### src/design/lnsu_pkg.sv
package lnsu_pkg;

    localparam int VALUE_W     = 32;
    localparam int FRAC_W      = 16;
    localparam int DECAY_W     = FRAC_W + 1;
    localparam int MODE_W      = 2;
    localparam int STATUS_W    = 2;
    localparam int REG_INDEX_W = 3;
    localparam int SUM_W       = VALUE_W + 4;

    typedef logic signed [VALUE_W-1:0] value_t;
    typedef logic signed [SUM_W-1:0]   sum_t;
    typedef logic [DECAY_W-1:0]        decay_t;
    typedef logic [MODE_W-1:0]         mode_t;
    typedef logic [STATUS_W-1:0]       status_t;
    typedef logic [REG_INDEX_W-1:0]    reg_index_t;

    localparam reg_index_t REG_BIAS       = 3'd0;
    localparam reg_index_t REG_FIRE_THR   = 3'd1;
    localparam reg_index_t REG_LOW_THR    = 3'd2;
    localparam reg_index_t REG_FIRE_LEVEL = 3'd3;
    localparam reg_index_t REG_LOW_LEVEL  = 3'd4;
    localparam reg_index_t REG_DECAY      = 3'd5;
    localparam reg_index_t REG_FIRE_MODE  = 3'd6;
    localparam reg_index_t REG_LOW_MODE   = 3'd7;

    localparam mode_t FIRE_NONE = 2'd0;
    localparam mode_t FIRE_SOFT = 2'd1;
    localparam mode_t FIRE_HARD = 2'd2;
    localparam mode_t FIRE_KEEP = 2'd3;

    localparam mode_t LOW_NONE = 2'd0;
    localparam mode_t LOW_SOFT = 2'd1;
    localparam mode_t LOW_HARD = 2'd2;
    localparam mode_t LOW_SAT  = 2'd3;

    localparam status_t STATUS_IDLE    = 2'd0;
    localparam status_t STATUS_UPDATED = 2'd1;
    localparam status_t STATUS_FIRED   = 2'd2;

    localparam value_t FIXED_ONE     = value_t'(1) <<< FRAC_W;
    localparam value_t FIXED_NEG_ONE = -FIXED_ONE;
    localparam decay_t DECAY_ONE     = decay_t'(1) << FRAC_W;

    localparam sum_t SAT_MAX = {{(SUM_W-VALUE_W+1){1'b0}}, {(VALUE_W-1){1'b1}}};
    localparam sum_t SAT_MIN = {{(SUM_W-VALUE_W+1){1'b1}}, {(VALUE_W-1){1'b0}}};

    typedef struct packed {
        value_t bias_value;
        value_t fire_threshold;
        value_t low_threshold;
        value_t fire_reset_level;
        value_t low_reset_level;
        decay_t decay_factor;
        mode_t  fire_reset_mode;
        mode_t  low_reset_mode;
    } cfg_t;

    function automatic value_t sat_value(input sum_t v);
        value_t r;
        if (v > SAT_MAX)
            r = SAT_MAX[VALUE_W-1:0];
        else if (v < SAT_MIN)
            r = SAT_MIN[VALUE_W-1:0];
        else
            r = v[VALUE_W-1:0];
        return r;
    endfunction

endpackage

### src/design/lnsu_cfg_regs.sv
module lnsu_cfg_regs (
    input  logic                 clk,
    input  logic                 rst_n,
    input  logic                 cfg_write_en,
    input  lnsu_pkg::reg_index_t cfg_index,
    input  lnsu_pkg::value_t     cfg_data,
    output lnsu_pkg::cfg_t       cfg
);
    import lnsu_pkg::*;

    cfg_t cfg_reg;

    always_ff @(posedge clk or negedge rst_n)
    begin
        if (!rst_n)
        begin
            cfg_reg.bias_value       <= '0;
            cfg_reg.fire_threshold   <= FIXED_ONE;
            cfg_reg.low_threshold    <= FIXED_NEG_ONE;
            cfg_reg.fire_reset_level <= '0;
            cfg_reg.low_reset_level  <= '0;
            cfg_reg.decay_factor     <= DECAY_ONE;
            cfg_reg.fire_reset_mode  <= FIRE_NONE;
            cfg_reg.low_reset_mode   <= LOW_NONE;
        end
        else if (cfg_write_en)
        begin
            unique case (cfg_index)
                REG_BIAS:       cfg_reg.bias_value       <= cfg_data;
                REG_FIRE_THR:   cfg_reg.fire_threshold   <= cfg_data;
                REG_LOW_THR:    cfg_reg.low_threshold    <= cfg_data;
                REG_FIRE_LEVEL: cfg_reg.fire_reset_level <= cfg_data;
                REG_LOW_LEVEL:  cfg_reg.low_reset_level  <= cfg_data;
                REG_DECAY:      cfg_reg.decay_factor     <= cfg_data[DECAY_W-1:0];
                REG_FIRE_MODE:  cfg_reg.fire_reset_mode  <= cfg_data[MODE_W-1:0];
                REG_LOW_MODE:   cfg_reg.low_reset_mode   <= cfg_data[MODE_W-1:0];
                default:        cfg_reg <= cfg_reg;
            endcase
        end
    end

    assign cfg = cfg_reg;

endmodule

### src/design/lnsu_soma.sv
module lnsu_soma (
    input  lnsu_pkg::cfg_t    cfg,
    input  lnsu_pkg::value_t  potential,
    input  lnsu_pkg::value_t  current,
    output lnsu_pkg::status_t status,
    output lnsu_pkg::value_t  potential_next
);
    import lnsu_pkg::*;

    localparam int PROD_W = VALUE_W + DECAY_W + 1;
    localparam int LEAK_W = VALUE_W + 2;

    logic signed [PROD_W-1:0] product;
    logic signed [PROD_W-1:0] product_shift;
    logic signed [LEAK_W-1:0] leaked;
    sum_t   integ_sum;
    value_t integ;
    logic   fire;
    value_t after_fire;
    sum_t   fire_diff;
    sum_t   low_diff;

    always_comb
    begin
        // signed potential times unsigned Q1.16 decay, floor shift
        product       = PROD_W'(potential) * $signed({1'b0, cfg.decay_factor});
        product_shift = product >>> FRAC_W;
        leaked        = product_shift[LEAK_W-1:0];
        integ_sum     = SUM_W'(leaked) + SUM_W'(current) + SUM_W'(cfg.bias_value);
        integ         = sat_value(integ_sum);

        if (integ != '0 || cfg.bias_value != '0)
            status = STATUS_UPDATED;
        else
            status = STATUS_IDLE;

        if (cfg.bias_value != '0)
            fire = integ > cfg.fire_threshold;
        else
            fire = integ >= cfg.fire_threshold;

        fire_diff  = SUM_W'(integ) - SUM_W'(cfg.fire_threshold);
        after_fire = integ;
        if (fire)
        begin
            status = STATUS_FIRED;
            unique case (cfg.fire_reset_mode)
                FIRE_HARD: after_fire = cfg.fire_reset_level;
                FIRE_SOFT: after_fire = sat_value(fire_diff);
                FIRE_NONE, FIRE_KEEP: after_fire = integ;
                default: after_fire = integ;
            endcase
        end

        low_diff       = SUM_W'(after_fire) - SUM_W'(cfg.low_threshold);
        potential_next = after_fire;
        if (after_fire < cfg.low_threshold)
        begin
            unique case (cfg.low_reset_mode)
                LOW_SOFT: potential_next = sat_value(low_diff);
                LOW_HARD: potential_next = cfg.low_reset_level;
                LOW_SAT:  potential_next = cfg.low_threshold;
                LOW_NONE: potential_next = after_fire;
                default:  potential_next = after_fire;
            endcase
        end
    end

endmodule

### src/design/lif_neuron_soma_update.sv
// channel | handshake            | payload
// in      | in_valid / in_ready  | input_current
// out     | out_valid / out_ready| spike_status, new_potential
// cfg     | cfg_write_en         | cfg_index, cfg_data
//
// One item per cycle unless out_ready stalls; the result is registered.
// Rate is set by the potential feedback through the decay multiply, add and
// reset logic, all done in the cycle the item leaves the input register.
// Reset clears the potential to zero and the config registers to their defaults.
// A stalled result holds the item in the input register; in_ready drops only
// when both registers are full and out_ready is low.
module lif_neuron_soma_update (
    input  logic                 clk,
    input  logic                 rst_n,
    input  logic                 cfg_write_en,
    input  lnsu_pkg::reg_index_t cfg_index,
    input  lnsu_pkg::value_t     cfg_data,
    input  logic                 in_valid,
    output logic                 in_ready,
    input  lnsu_pkg::value_t     input_current,
    output logic                 out_valid,
    input  logic                 out_ready,
    output lnsu_pkg::status_t    spike_status,
    output lnsu_pkg::value_t     new_potential
);
    import lnsu_pkg::*;

    cfg_t    cfg;
    logic    in_valid_reg;
    value_t  current_reg;
    value_t  potential_reg;
    value_t  potential_next;
    status_t status_next;
    logic    out_valid_reg;
    status_t status_reg;
    value_t  result_reg;
    logic    advance;

    lnsu_cfg_regs u_cfg (
        .clk          (clk),
        .rst_n        (rst_n),
        .cfg_write_en (cfg_write_en),
        .cfg_index    (cfg_index),
        .cfg_data     (cfg_data),
        .cfg          (cfg)
    );

    lnsu_soma u_soma (
        .cfg            (cfg),
        .potential      (potential_reg),
        .current        (current_reg),
        .status         (status_next),
        .potential_next (potential_next)
    );

    assign advance  = in_valid_reg && (!out_valid_reg || out_ready);
    assign in_ready = !in_valid_reg || advance;

    always_ff @(posedge clk or negedge rst_n)
    begin
        if (!rst_n)
        begin
            in_valid_reg  <= 1'b0;
            out_valid_reg <= 1'b0;
            potential_reg <= '0;
        end
        else
        begin
            if (in_ready)
                in_valid_reg <= in_valid;
            if (advance)
            begin
                out_valid_reg <= 1'b1;
                potential_reg <= potential_next;
            end
            else if (out_ready)
                out_valid_reg <= 1'b0;
        end
    end

    always_ff @(posedge clk)
    begin
        if (in_ready && in_valid)
            current_reg <= input_current;
        if (advance)
        begin
            status_reg <= status_next;
            result_reg <= potential_next;
        end
    end

    assign out_valid     = out_valid_reg;
    assign spike_status  = status_reg;
    assign new_potential = result_reg;

endmodule
### config.mk
export PLATFORM = sky130hd
export DESIGN_NAME = lif_neuron_soma_update
export DESIGN_NICKNAME = d
export VERILOG_FILES = /design/src/design/lnsu_pkg.sv /design/src/design/lnsu_cfg_regs.sv /design/src/design/lnsu_soma.sv /design/src/design/lif_neuron_soma_update.sv
export SDC_FILE = /design/constraint.sdc
export NUM_CORES = 2
export LEC_CHECK = 0
export BUFFER_PORTS_ARGS = -buffer_cell sky130_fd_sc_hd__buf_4
export CAP_MARGIN = 5
export CORE_AREA = 2 2 211 368
export DETAILED_ROUTE_END_ITERATION = 8
export DIE_AREA = 0 0 213 370
export PLACE_DENSITY_LB_ADDON = 0.12
export SLEW_MARGIN = 0
export SYNTH_ARGS = -nofsm -noshare
export SYNTH_HDL_FRONTEND = slang
export SYNTH_SLANG_ARGS = --single-unit
### constraint.sdc
create_clock -name clk -period 22.6 [get_ports clk]
set_input_delay 3.39 -clock clk [delete_from_list [all_inputs] [get_ports clk]]
set_output_delay 3.39 -clock clk [all_outputs]
set_load 0.005 [all_outputs]
==> metrics <==
Avg WL per Cell=approximately 25 um; initial antenna violation count=5; clock-pin slew on the worst setup and hold paths=0.08 ns; final core occ=a little over half; WP data required=roughly 23 ns; most frequent cells after synthesis=717 x inv_1, 556 x fa_1, 455 x nand2_1, 284 x and2_1, 217 x ha_1; cts bufs inserted=30; CTS Hold Bufs=0; via count=roughly 29000; Post-Syn Area per Cell=roughly 9.4 um^2; TritonCTS clock tree=built; Clock Sinks=~280; Rows=between 100 and 150; top-count cell post-synth=inv_1; Arr. time, crit path=20.54 ns; I/O pin count=about 110; Seq/Total Area, Yosys=approximately a fifth; GRT Total Usage=33.71%; ys async rst share=between 70 and 80%; 1st-iter DRT viols=1950; CP startpoint kind=flop; Netlist cell types=105; DRT Pass-1 Iters=5; CP endpoint kind=flop; status=complete, no violations; FF-to-FF path depth=between 60 and 70; cell taking the most area after synthesis=fa_1; Final Non-Filler Cells=~5100; Critical Path Fanout Max=27; EDFF count, synth=66; Setup TNS=0 ns; most frequent CP cell=fa_1; WP buf/inv=9; fin crit share=a little under 90%; Slowest-stage cell, CP=dfrtp_1; final routed DRC violation total=0; share of cells above drive strength 1=10.57%; # nets final=slightly below 5000; ys flop type=dfrtp_1; met3 wire length=between 5 and 6 mm; WL met1=about 46 mm; Via density=5.742; largest net degree at the start of global routing=roughly 100; Hold Startpoint=potential_reg[18]; Final setup viols=0; Clk Latency, worst-skew pair=about 0.65 ns; die height=~370 um; RSZ-0062 raised after global routing=no; metal2 WL=roughly 66 mm; Post-CTS Setup Bufs=0; Max Fclk=49.96 MHz; CTS H-tree lvls=1; CP top delay family=compound AO/OA/AOI/OAI gates; worst-margin pin slew=between 1 and 1.5 ns; reg-to-reg startpoint=u_cfg.cfg[12]; total gr overflow=0; CP Class=reg -> reg; Area contributors post-synth=fa_1 30%, dfrtp_1 13%, ha_1 7.2%, inv_1 7.2%, edfxtp_1 5.3%; Final Max Tran Viols=0; Die W=between 200 and 250 um; first-pass GRT wire length=between 150 and 200 mm; max reg flops=181; Yosys top cell area share=between 20% and 30%; reg2reg end=potential_reg[23]; syn_nets=around 4900; ANT nets after route=0; die area=approximately 79000 um^2; Final Hold Vio Count=0; Cell Area, Synth=37540 um^2; I/O Buffers=around 110; vias in the first global route=31004; CP max stage delay=between 0.9 and 1 ns; flop2flop setup slack=between 2 and 3 ns; Max clock buf depth=3; Post-Route WL=128.3 mm; Area growth syn-to-layout=7.322%; WHS=slightly below 0.5 ns; max-cap viol count=0; Hold Path Depth=2; GPL Wtd Cong=between 1 and 1.5; post-CTS sizing=0; Cells after Synth=between 4000 and 5000; min cycle time layout=~20 ns; hold path endpoint=potential_reg[18]; worst min-delay path category=reg -> reg; CTS root buffer=clkbuf_16; initial core utilization=49.43%; hpwl dp=between 100 and 150 mm; Synth Register Bits=between 200 and 300; synth warn=0; Slew HR=21.32%; core area=approximately 76000 um^2; Highest Signal Layer=met4; Setup Skew=around 0.055 ns; Placed Cells incl. Taps=5002
## kinds of logic after synthesis
family	count (synthesis)	share of synthesized area (%)
simple gates	1059	13.73
fa+ha+maj	788	37.28
compound gates	702	12.43
buf+inv	898	9.272
xor+xnor	120	2.900
flops	281	19.67
mux	158	4.723
## per-stage QoR
stage	instance area (um^2)	worst slack, ns
2_1_floorplan	37540	7.815
3_3_place_gp	39240	2.916
3_5_place_dp	39240	2.850
4_1_cts	40280	2.776
5_1_grt	40280	1.861
6_report	40290	2.586
## layout make-up
type	instances	area [um^2]
antenna	2	5.005
clock buffer	39	845.8
tap	1020	1276
multi-input combinational	2827	26710
timing repair buffer	154	1164
clock inverter	17	198.9
inverter	720	2703
fill	7146	35660
sequential	281	7386
## tightest hold or removal path: stages, from the launching register on
cell and delay (ns):
dfrtp_1 0.34, nand2_1 0.07, o41ai_2 0.05
## layer usage
layer,up-vias,GRT usage (%)
li1,12901,-
met1,14897,37.58
met2,908,60.40
met3,351,3.628
met4,0,22.05
met5,-,0
## cells in the final DEF (no fill, tap or decap), drive strengths merged, types with 18 or more instances in the layout
cell | Yosys | routed
a211oi | 21 | 21
mux2 | 150 | 150
nor3 | 40 | 40
nand3 | 36 | 36
ha | 217 | 217
fa | 556 | 556
edfxtp | 66 | 66
nand2 | 456 | 456
clkbuf | 159 | 39
inv | 720 | 725
dfrtp | 197 | 197
a21oi | 171 | 171
o21bai | 18 | 18
a31oi | 21 | 21
a21o | 91 | 91
nor4 | 21 | 21
nor2b | 18 | 18
buf | 18 | 154
and2 | 285 | 285
o21a | 31 | 31
xnor2 | 77 | 77
xor2 | 43 | 43
dfstp | 18 | 18
nand4 | 18 | 18
o21ai | 174 | 174
nor2 | 120 | 120
## how the worst max path moves through the flow
stage | cells after the start | from | endpoint | slack [ns]
3_5_place_dp | 62 | u_cfg.cfg[12] | potential_reg[28] | 2.85
4_1_cts | 62 | u_cfg.cfg[12] | potential_reg[28] | 2.78
5_1_grt | 63 | u_cfg.cfg[12] | potential_reg[23] | 1.86
3_3_place_gp | 62 | u_cfg.cfg[12] | potential_reg[28] | 2.92
6_report | 62 | u_cfg.cfg[12] | potential_reg[23] | 2.59
2_1_floorplan | 66 | u_cfg.cfg[7] | potential_reg[17] | 7.82
Power is left out: the tool's default activity adds up to more than one toggle a clock period on the data nets, which glitch-free logic cannot reach.
